==> src/rtl/sorted_timestamp_bookmark_set_macros.svh <==
// Assertion macros for the sorted timestamp bookmark set.
// Used by rtl/sorted_timestamp_bookmark_set.sv; expect clk and arst_n in scope.
`ifndef SORTED_TIMESTAMP_BOOKMARK_SET_MACROS_SVH
`define SORTED_TIMESTAMP_BOOKMARK_SET_MACROS_SVH
`ifndef SYNTHESIS
// Check a property on every rising edge outside reset.
`define STBS_ASSERT(lbl, prop, msg) \
	lbl: assert property (@(posedge clk) disable iff (!arst_n) (prop)) else $error(msg);
// Check that a condition never holds.
`define STBS_NEVER(lbl, cond, msg) \
	`STBS_ASSERT(lbl, !(cond), msg)
`else
`define STBS_ASSERT(lbl, prop, msg)
`define STBS_NEVER(lbl, cond, msg)
`endif
`endif

==> src/rtl/stbs_pkg.sv <==
// Package for the sorted timestamp bookmark set: command and result word types,
// command and status codes. No dependencies.
`default_nettype none
package stbs_pkg;

	localparam logic [2:0] OP_ADD   = 3'd0;
	localparam logic [2:0] OP_DEL   = 3'd1;
	localparam logic [2:0] OP_CLEAR = 3'd2;
	localparam logic [2:0] OP_NEXT  = 3'd3;
	localparam logic [2:0] OP_PREV  = 3'd4;

	localparam logic [2:0] ST_OK        = 3'd0;
	localparam logic [2:0] ST_PRESENT   = 3'd1;
	localparam logic [2:0] ST_FULL      = 3'd2;
	localparam logic [2:0] ST_NOT_FOUND = 3'd3;
	localparam logic [2:0] ST_EMPTY     = 3'd4;

	typedef struct packed {
		logic        [2:0]  op;
		logic signed [31:0] query_time;
	} cmd_t;

	typedef struct packed {
		logic        [2:0]  status;
		logic signed [31:0] result_time;
		logic        [6:0]  entry_count;
	} rsp_t;

endpackage
`default_nettype wire

==> src/rtl/sorted_timestamp_bookmark_set.sv <==
// Sorted timestamp bookmark set: table memory, scan/shift sequencer, result register.
// Depends on stbs_pkg and sorted_timestamp_bookmark_set_macros.svh.
`default_nettype none
`include "sorted_timestamp_bookmark_set_macros.svh"

// Keeps up to MAX_ENTRIES unique signed 32-bit timestamps in ascending order in a
// single-port-write, single-port-read table memory with a registered read. Commands
// arrive on the cmd channel (add, delete, clear, next, prev) and each one returns
// exactly one rsp word with a status, a found time (zero unless next/prev succeed)
// and the count after the command. A command is taken only while the sequencer is
// idle; cmd_stall is high for the whole of its work. Every add, delete,
// next and prev first scans all stored entries through the one read port, comparing
// each word with the query as signed values. Add then moves the entries above the
// insert point up by one, one per cycle, and writes the new time; delete moves the
// entries above the match down by one; next/prev make one more read. Clear and
// unused codes go straight to the result step. The result waits in an output
// register, so the next command can be taken while it is unread; the block only
// holds its final step if the previous result is still stalled.
// The table needs no clearing after reset: only entries below the count are read.
module sorted_timestamp_bookmark_set #(
	parameter int MAX_ENTRIES = 64
) (
	input  wire                 clk,
	input  wire                 arst_n,
	input  wire                 cmd_valid,
	output logic                cmd_stall,
	input  wire stbs_pkg::cmd_t cmd,
	output logic                rsp_valid,
	input  wire                 rsp_stall,
	output stbs_pkg::rsp_t      rsp
);

	localparam int AW = $clog2(MAX_ENTRIES);
	localparam int CW = $clog2(MAX_ENTRIES + 1);

	typedef enum logic [2:0] {
		S_IDLE, S_SCAN, S_DECIDE, S_MOVE, S_FETCH, S_FWAIT, S_DONE
	} state_t;

	state_t             state_q;
	logic [2:0]         op_q;
	logic signed [31:0] query_q;
	logic [CW-1:0]      count_q;
	logic [CW-1:0]      ptr_q;      // scan index, move pointer or fetch index
	logic [CW-1:0]      lt_q;       // entries below the query
	logic [CW-1:0]      le_q;       // entries not above the query
	logic               eq_q;
	logic               pend_q;     // rdata_q holds the word just read
	logic [AW-1:0]      wa_q;       // write address for the pending word
	logic [2:0]         status_q;
	logic signed [31:0] res_q;

	// Table memory
	logic signed [31:0] mem [MAX_ENTRIES];
	logic signed [31:0] rdata_q;
	logic               rd_en;
	logic [AW-1:0]      rd_addr;
	logic               wr_en;
	logic [AW-1:0]      wr_addr;
	logic signed [31:0] wr_data;

	always_ff @(posedge clk) begin
		if (wr_en) begin
			mem[wr_addr] <= wr_data;
		end
		if (rd_en) begin
			rdata_q <= mem[rd_addr];
		end
	end

	logic [CW-1:0] ptr_m1;
	logic [CW-1:0] ptr_p1;
	logic [CW-1:0] anchor;
	logic [CW-1:0] anchor_p1;
	logic [CW-1:0] anchor_m1;
	logic          slot_free;
	logic          cmd_acc;
	logic [CW+6:0] cnt_ext;

	assign ptr_m1    = ptr_q - CW'(1);
	assign ptr_p1    = ptr_q + CW'(1);
	// Anchor: last entry not above the query, else the first entry
	assign anchor    = (le_q == '0) ? '0 : le_q - CW'(1);
	assign anchor_p1 = anchor + CW'(1);
	assign anchor_m1 = anchor - CW'(1);
	assign slot_free = !rsp_valid || !rsp_stall;
	assign cmd_stall = (state_q != S_IDLE);
	assign cmd_acc   = cmd_valid && !cmd_stall;
	assign cnt_ext   = {7'd0, count_q};

	// Memory port control
	always_comb begin
		rd_en   = 1'b0;
		rd_addr = ptr_q[AW-1:0];
		wr_en   = 1'b0;
		wr_addr = wa_q;
		wr_data = rdata_q;
		unique case (state_q)
			S_SCAN: begin
				rd_en = (ptr_q != count_q);
			end
			S_MOVE: begin
				if (op_q == stbs_pkg::OP_ADD) begin
					// Walk down from the top, moving each word up one place
					rd_en   = (ptr_q != lt_q);
					rd_addr = ptr_m1[AW-1:0];
					wr_en   = pend_q;
					if (ptr_q == lt_q && !pend_q) begin
						wr_en   = 1'b1;
						wr_addr = lt_q[AW-1:0];
						wr_data = query_q;
					end
				end else begin
					// Walk up from above the match, moving each word down
					rd_en = (ptr_q != count_q);
					wr_en = pend_q;
				end
			end
			S_FETCH: begin
				rd_en = 1'b1;
			end
			default: begin
			end
		endcase
	end

	// Sequencer and result register
	always_ff @(posedge clk or negedge arst_n) begin
		if (!arst_n) begin
			state_q   <= S_IDLE;
			op_q      <= '0;
			query_q   <= '0;
			count_q   <= '0;
			ptr_q     <= '0;
			lt_q      <= '0;
			le_q      <= '0;
			eq_q      <= 1'b0;
			pend_q    <= 1'b0;
			wa_q      <= '0;
			status_q  <= stbs_pkg::ST_OK;
			res_q     <= '0;
			rsp_valid <= 1'b0;
			rsp       <= '0;
		end else begin
			// Raise valid as a result leaves the sequencer; drop it once the word is taken
			if (state_q == S_DONE && slot_free) begin
				rsp_valid <= 1'b1;
			end else if (rsp_valid && !rsp_stall) begin
				rsp_valid <= 1'b0;
			end
			unique case (state_q)
				S_IDLE: begin
					if (cmd_acc) begin
						op_q     <= cmd.op;
						query_q  <= cmd.query_time;
						status_q <= stbs_pkg::ST_OK;
						res_q    <= '0;
						ptr_q    <= '0;
						lt_q     <= '0;
						le_q     <= '0;
						eq_q     <= 1'b0;
						pend_q   <= 1'b0;
						case (cmd.op) inside
							stbs_pkg::OP_ADD, stbs_pkg::OP_DEL, stbs_pkg::OP_NEXT,
							stbs_pkg::OP_PREV: begin
								state_q <= S_SCAN;
							end
							stbs_pkg::OP_CLEAR: begin
								count_q <= '0;
								state_q <= S_DONE;
							end
							default: begin
								state_q <= S_DONE;
							end
						endcase
					end
				end
				S_SCAN: begin
					// Issue one read a cycle; compare the word that arrives
					pend_q <= (ptr_q != count_q);
					if (ptr_q != count_q) begin
						ptr_q <= ptr_p1;
					end
					if (pend_q) begin
						if (rdata_q < query_q) begin
							lt_q <= lt_q + CW'(1);
						end
						if (rdata_q <= query_q) begin
							le_q <= le_q + CW'(1);
						end
						if (rdata_q == query_q) begin
							eq_q <= 1'b1;
						end
					end
					if (ptr_q == count_q && !pend_q) begin
						state_q <= S_DECIDE;
					end
				end
				S_DECIDE: begin
					pend_q <= 1'b0;
					unique case (op_q)
						stbs_pkg::OP_ADD: begin
							if (eq_q) begin
								status_q <= stbs_pkg::ST_PRESENT;
								state_q  <= S_DONE;
							end else if (count_q >= CW'(MAX_ENTRIES)) begin
								status_q <= stbs_pkg::ST_FULL;
								state_q  <= S_DONE;
							end else begin
								ptr_q   <= count_q;
								state_q <= S_MOVE;
							end
						end
						stbs_pkg::OP_DEL: begin
							if (!eq_q) begin
								status_q <= stbs_pkg::ST_NOT_FOUND;
								state_q  <= S_DONE;
							end else begin
								ptr_q   <= lt_q + CW'(1);
								state_q <= S_MOVE;
							end
						end
						default: begin
							if (count_q == '0) begin
								status_q <= stbs_pkg::ST_EMPTY;
								state_q  <= S_DONE;
							end else begin
								if (op_q == stbs_pkg::OP_NEXT) begin
									ptr_q <= (anchor_p1 < count_q) ? anchor_p1 : anchor;
								end else begin
									ptr_q <= (anchor != '0) ? anchor_m1 : anchor;
								end
								state_q <= S_FETCH;
							end
						end
					endcase
				end
				S_MOVE: begin
					if (op_q == stbs_pkg::OP_ADD) begin
						pend_q <= (ptr_q != lt_q);
						if (ptr_q != lt_q) begin
							ptr_q <= ptr_m1;
							wa_q  <= ptr_q[AW-1:0];
						end
						if (ptr_q == lt_q && !pend_q) begin
							count_q <= count_q + CW'(1);
							state_q <= S_DONE;
						end
					end else begin
						pend_q <= (ptr_q != count_q);
						if (ptr_q != count_q) begin
							ptr_q <= ptr_p1;
							wa_q  <= ptr_m1[AW-1:0];
						end
						if (ptr_q == count_q && !pend_q) begin
							count_q <= count_q - CW'(1);
							state_q <= S_DONE;
						end
					end
				end
				S_FETCH: begin
					state_q <= S_FWAIT;
				end
				S_FWAIT: begin
					res_q   <= rdata_q;
					state_q <= S_DONE;
				end
				S_DONE: begin
					// Hold until the result register is free
					if (slot_free) begin
						rsp.status      <= status_q;
						rsp.result_time <= res_q;
						rsp.entry_count <= cnt_ext[6:0];
						state_q         <= S_IDLE;
					end
				end
				default: begin
					state_q <= S_IDLE;
				end
			endcase
		end
	end

	`STBS_NEVER(a_count_bound, count_q > CW'(MAX_ENTRIES), "entry count above depth")
	`STBS_ASSERT(a_busy_after_accept, cmd_acc |=> state_q != S_IDLE, "command not started")
	`STBS_ASSERT(a_add_ptr_floor, (state_q == S_MOVE && op_q == stbs_pkg::OP_ADD) |-> ptr_q >= lt_q, "insert shift went below insert point")
	`STBS_ASSERT(a_empty_count, (rsp_valid && rsp.status == stbs_pkg::ST_EMPTY) |-> (rsp.entry_count == 7'd0 && rsp.result_time == 32'sd0), "empty status with entries")

endmodule
`default_nettype wire

==> config.mk <==
export PLATFORM = sky130hd
export DESIGN_NAME = sorted_timestamp_bookmark_set
export DESIGN_NICKNAME = d
export VERILOG_FILES = /design/src/rtl/stbs_pkg.sv /design/src/rtl/sorted_timestamp_bookmark_set.sv
export VERILOG_INCLUDE_DIRS = /design/src /design/src/rtl
export SDC_FILE = /design/constraint.sdc
export NUM_CORES = 2
export LEC_CHECK = 0
export BUFFER_PORTS_ARGS = -buffer_cell sky130_fd_sc_hd__buf_2
export CORE_ASPECT_RATIO = 0.6
export CORE_MARGIN = 5
export CORE_UTILIZATION = 60
export DETAILED_ROUTE_END_ITERATION = 12
export GPL_TIMING_DRIVEN = 1
export PLACE_DENSITY = 0.73
export SLEW_MARGIN = 20
export SYNTH_ARGS = -nofsm -noshare
export SYNTH_HDL_FRONTEND = slang
export SYNTH_SLANG_ARGS = --single-unit
export TNS_END_PERCENT = 5
==> constraint.sdc <==
create_clock -name clk -period 6.6 [get_ports clk]
set_clock_uncertainty 0.15 [all_clocks]
set_input_delay 1.32 -clock clk [delete_from_list [all_inputs] [get_ports clk]]
set_output_delay 1.32 -clock clk [all_outputs]
set_load 0.05 [all_outputs]
; Yosys cells after proc, flatten, opt, wreduce, memory -nomap -nowiden
; Memories as Yosys holds them, arrays and structs flattened. A register that Yosys moved wholly into a read port is not among the register bits.
; Cells that the tools add are included.
[totals]
reg_bits = 152
latch_bits = 0
ramBits = 2048
rom_bits = 0
input_bits = 39
out_inout_bits = 44
word_cells = 178
memories = 1
[op_classes]
n_addsub = 9
mul = 0
div_mod_pow = 0
n_lt_le_gt_ge = 4
n_eq_ne = 37
n_shift = 0
n_mux = 74
bitwise_logic = 0
n_reduce_logical = 37
[memory_table]
columns = memory, words, width, rd, rd_clocked_by_memory_dff, wr, line
row1 = mem, 64, 32, 1, 1, 1, sorted_timestamp_bookmark_set.sv:54  ; logic signed [31:0] mem [MAX_ENTRIES];
[ops]
columns = op, n
row1 = two-way mux 7 bit, 22
row2 = two-way mux 32 bit, 4
row3 = one-hot mux 32 bit (2 select lines), 1
row4 = one-hot mux 7 bit (2 select lines), 4
row5 = two-way mux 6 bit, 8
row6 = two-way mux 3 bit, 15
row7 = adder 7 x 1 -> 7 bit (second input constant), 5
row8 = == test 32 bit, 1
row9 = <= comparator 32 bit, 1
row10 = < comparator 32 bit, 1
row11 = one-hot mux 7 bit (4 select lines), 1
row12 = subtractor 7 x 1 -> 7 bit (second input constant), 4
row13 = inequality test 3 bit (second input constant), 7
row14 = one-hot mux 3 bit (7 select lines), 1
row15 = inequality test 2 bit (second input constant), 9
row16 = one-hot mux 3 bit (2 select lines), 3
row17 = == test 3 x 2 -> 1 bit (second input constant), 5
row18 = == test 7 bit, 2
row19 = logical NOT 7 bit, 2
row20 = inequality test 7 bit, 2
row21 = == test 3 bit (second input constant), 4
row22 = inequality test 4 bit (second input constant), 3
row23 = AND reduction 4 bit, 3
row24 = nonzero test 2 bit, 6
row25 = other kinds (22), 47

; Depth between registers and ports, before layout
[depth]
ltp_word = 9
ltp_mapped = 19
depth_no_buf = 18

; Least setup slack after synthesis
; OpenSTA, ideal clock, no wires.
[synth_path]
path_kind = register to register
start = reg op_q[0]
end = mem mem[0][0] (data pin)
setup_time_ps = 702
arrival_time_ps = 4024
required_time_ps = 5748
slack_ps = 1724
stages_incl_launch_ff = 9
path_buffers = 3
synth_period_minus_slack_ps = 4876
path_cell_list = dfrtp_1 or3_1 buf_6 buf_2 nor2_1 nand3_1 nor2_1 clkbuf_1 o21ai_0
[synth_between]
elab_chain_cells = 3
[synth_lines]
columns = element, line
row1 = start: declaration, sorted_timestamp_bookmark_set.sv:41  ; logic [2:0] op_q;
row2 = start signal: assignment, sorted_timestamp_bookmark_set.sv:154  ; op_q <= cmd.op;
row3 = logical NOT 3 bit, sorted_timestamp_bookmark_set.sv:103  ; if (op_q == stbs_pkg::OP_ADD) begin
row4 = two-way mux 32 bit, sorted_timestamp_bookmark_set.sv:103
row5 = two-way mux 32 bit, sorted_timestamp_bookmark_set.sv:98  ; unique case (state_q)
row6 = net wr_data[0], sorted_timestamp_bookmark_set.sv:60  ; logic signed [31:0] wr_data;
row7 = end: declaration, sorted_timestamp_bookmark_set.sv:54
; The timed path passes the listed nets, and every way through them passes these cells.

; Worst setup path in the final report
[layout_path]
start = reg ptr_q[1]
end = reg rdata_q[10] (read register of mem) (data pin)
[layout_between]
elab_chain_cells = 3
elab_cells_between_ends = 7
cone_classes = add/sub: 1 / eq/ne: 2 / mux: 4
[layout_lines]
columns = element, line
row1 = start: declaration, sorted_timestamp_bookmark_set.sv:44  ; logic [CW-1:0] ptr_q;
row2 = start signal: assignment, sorted_timestamp_bookmark_set.sv:182  ; ptr_q <= ptr_p1;
row3 = start signal: assignment, sorted_timestamp_bookmark_set.sv:210  ; ptr_q <= count_q;
row4 = start signal: assignment, sorted_timestamp_bookmark_set.sv:219  ; ptr_q <= lt_q + CW'(1);
row5 = subtractor 7 x 1 -> 7 bit (tied with other cells), sorted_timestamp_bookmark_set.sv:80  ; assign ptr_m1 = ptr_q - CW'(1);
row6 = two-way mux 6 bit / two-way mux 1 bit (equally long branches), sorted_timestamp_bookmark_set.sv:103
row7 = two-way mux 6 bit / one-hot mux 1 bit (3 select lines) (equally long branches), sorted_timestamp_bookmark_set.sv:98
row8 = end: declaration, sorted_timestamp_bookmark_set.sv:55  ; logic signed [31:0] rdata_q;
; Several ways; a longest one is shown, not always the timed one.
; A chain may end at the register's enable or synchronous reset.

==> impl_metrics.json <==
{
  "arrival_ps": 6270,
  "drt_iter0_drc": 9719,
  "area_delta_synth_final_pct": 11.1,
  "die_w_um": 510,
  "post_cts_buffers": 0,
  "yosys_warnings": 0,
  "viasPerCell": 6.86,
  "ys_seq_area_share_pct": 73.7,
  "muxShareOfSynthArea_pct": 7.19,
  "grtUsageMet1_pct": 53.3,
  "worstHoldPathType": "reg -> reg",
  "whs_path_depth": 2,
  "r2r_setup_slack_ps": 710,
  "yosys.area.top_type": "edfxtp_1",
  "period_minus_slack_ps": 5890,
  "synthAdderAreaFrac_pct": 0.844,
  "cts_buffer_depth": 3,
  "drc": 0,
  "nets": 6239,
  "antenna_found_initial": 11,
  "hp-start": "rsp[6]$_DFFE_PN0P_",
  "design.core.area_um2": 149000,
  "drv_slew": 0,
  "path_clk_slew_ps": 70,
  "cts_buffers": 186,
  "synth_top_family_by_area": "compound AO/OA/AOI/OAI gates",
  "maxCapViolCount": 0,
  "met2_usage_pct": 45.9,
  "synth_flop_cell": "edfxtp_1",
  "grt_setup_unrepaired": "no",
  "first_global_vias": 53300,
  "final_cell_area_um2": 99800,
  "synth_top_cells_by_area": "edfxtp_1, mux2i_1, dfrtp_1, nand2_1, a21oi_1",
  "slew_headroom_pct": 17.8,
  "fmax_mhz": 170,
  "multi_input_area_um2": 22500,
  "initial_utilization_pct": 60.1,
  "fin_util_pct": 66.8,
  "syn_avg_cell_area_um2": 15.0,
  "p_leak_nw": 35.3,
  "io_buffers": 82,
  "synthCells": 6009,
  "yosysTopAreaCellShare_pct": 69.5,
  "synth-xor-area-share_pct": 0.526,
  "worstPathMaxFanout": 17,
  "dpl_cell_area_um2": 94000,
  "rows": 110,
  "place_hpwl_um": 164000,
  "clock_latency_ps": 840,
  "ctsResizeCount": 0,
  "cts_sinks": 2232,
  "hold_end": "rsp[6]$_DFFE_PN0P_",
  "yosys_register_bits": 2232,
  "setup.worst_path.class": "reg -> reg",
  "synth_compound_area_share_pct": 8.37,
  "syn_nets": 6108,
  "grt_overflow": 0,
  "timing.final.crit_share_pct": 89.2,
  "register_area_um2": 66300,
  "layout-drive-gt1-share_pct": 13.0,
  "async_flop_share_pct": 6.81,
  "cts_tree": "built",
  "reg2reg_from": "ptr_q[1]$_DFFE_PN0P_",
  "hold_viol_final": 0,
  "rr_endpoint": "rdata_q[10]$_DFFE_PP_",
  "root_buffer": "clkbuf_16",
  "required_ps": 6990,
  "rr_worst_depth": 9,
  "wire_per_inst_um": 32.9,
  "outcome": "completed",
  "grtUsageTotal_pct": 34.5,
  "synthSimpleGateAreaFrac_pct": 7.22,
  "power.density_nw_per_um2": 461,
  "crit_path_end_kind": "register",
  "die_y_um": 310,
  "ys_types": 83,
  "fp.dieArea_um2": 158000,
  "firstDrtPassIters": 6,
  "grt_pass1_wl_um": 387000,
  "vias": 57000,
  "use_met3_pct": 12.2,
  "cts_max_level": 4,
  "start_kind": "register",
  "ir_drop_mv": 0.367,
  "synth_edf_count": 2080,
  "fin_setup_tns_ps": 0,
  "grt_max_degree": 123,
  "grt_most_used_layer": "met1",
  "ant_nets": 0,
  "design.portCount": 83,
  "worst_pin_slew_ps": 1230,
  "gp_congestion": 0.957,
  "netlist_area_um2": 89900,
  "fillers": 10100,
  "hold_buffers": 0,
  "setup_viol": 0,
  "drt_wl_total_um": 274000
}
stage by stage:
stage                     hold slack (ps)  total power, mW  cells  setup slack (ps)
after floorplan                       294             28.2   6009              1720
after global placement                309             34.5   7967               924
after detailed placement              321             34.8   7968              1130
after CTS                             335             45.4   8306              1010
after global routing                  356             47.3   8306               757
final                                 331             46.0   8310               710
state kept, by name, summed over array words and instances (netlist names), 3 cells and up:
register	cells
lt_q	7
mem	2048
ptr_q	7
count_q	7
rdata_q	32
op_q	3
res_q	32
status_q	3
query_q	32
state_q	3
wa_q	6
rsp	42
le_q	7
routing by layer:
| metal | vias to the layer above | wire length, um |
|---|---|---|
| met4 | 10 | 8910 |
| li1 | 23400 | - |
| met2 | 4786 | 110000 |
| met3 | 535 | 47400 |
| met5 | - | 59 |
| met1 | 28200 | 107000 |
logic make-up (layout without fill, tap and decap cells):
kind of cell	count (synthesis)	count (layout)
flip-flops	2232	2232
AND/OR/NAND/NOR	1487	1487
AO/OA/AOI/OAI	1169	1169
multiplexers	573	573
buffers and inverters	434	715
adder cells (fa/ha/maj)	60	60
XOR/XNOR	54	54
other	0	4
cell usage in the layout (no fill, tap or decap), drive strengths merged, types with 13 or more instances in the layout:
cell type,Yosys,layout
nor2,145,145
mux4,50,50
a21oi,407,407
nand2,961,961
dfrtp,152,152
a221oi,39,39
a22oi,83,83
xnor2,23,23
and3,51,51
nand3,76,76
xor2,31,31
clkinv,1,95
a211oi,18,18
mux2,80,80
inv,58,62
nand4,13,13
o211ai,33,33
buf,189,317
o41ai,20,20
a32oi,80,80
or3,28,28
o21ai,160,160
clkbuf,186,229
o221ai,43,43
nor3,59,59
mux2i,443,443
edfxtp,2080,2080
nor4,92,92
o22ai,160,160
ha,59,59
cell usage after synthesis, types with 13 or more instances:
library cell     n
edfxtp_1      2080
nand2_1        960
mux2i_1        443
a21oi_1        406
clkbuf_1       186
o22ai_1        160
o21ai_0        154
dfrtp_1        152
nor2_1         144
buf_2          142
nor4_1          83
a22oi_1         82
a32oi_1         80
mux2_2          80
nand3_1         76
ha_1            59
nor3_1          58
inv_1           56
and3_1          51
mux4_2          50
o221ai_1        43
a221oi_1        39
o211ai_1        33
xor2_1          31
or3_1           28
buf_1           27
xnor2_1         23
o41ai_1         20
a211oi_1        17
buf_4           14
nand4_1         13
worst max path at each step:
stage	to	cells after the start	startpoint	slack (ps)
3_3_place_gp	rdata_q[24]$_DFFE_PP_	12	op_q[0]$_DFFE_PN0P_	920
4_1_cts	rdata_q[10]$_DFFE_PP_	10	op_q[0]$_DFFE_PN0P_	1010
2_1_floorplan	mem[0][0]$_DFFE_PP_	8	op_q[0]$_DFFE_PN0P_	1720
5_1_grt	rdata_q[10]$_DFFE_PP_	10	op_q[0]$_DFFE_PN0P_	760
3_5_place_dp	rdata_q[10]$_DFFE_PP_	10	op_q[0]$_DFFE_PN0P_	1130
6_report	rdata_q[10]$_DFFE_PP_	9	ptr_q[1]$_DFFE_PN0P_	710
cell type report:
class	instances	share of cell area, %
inverter	59	0.222
clock buffer	228	4.93
sequential	2232	66.4
clock inverter	110	0.863
tap	2016	2.53
timing repair buffer	318	2.56
antenna	4	0.0100
multi-input combinational	3343	22.5
worst max-delay path, cell delays in order, from the launching register on:
cell     delay (ps)
dfrtp_1         680
inv_1           280
ha_1            280
nor3b_1         750
nand3_1         550
nor3_1          380
or3_1           740
nand2_1         640
o41ai_1        1050
nor4_2           80
power breakdown:
group | internal [mW] | switching (mW) | leakage, nW
clock | 5.66 | 5.08 | 2.83
sequential | 18.1 | 0.915 | 20.7
combinational | 4.55 | 11.7 | 11.8
total | 28.4 | 17.7 | 35.3
Power figures use the tool's default switching activity.
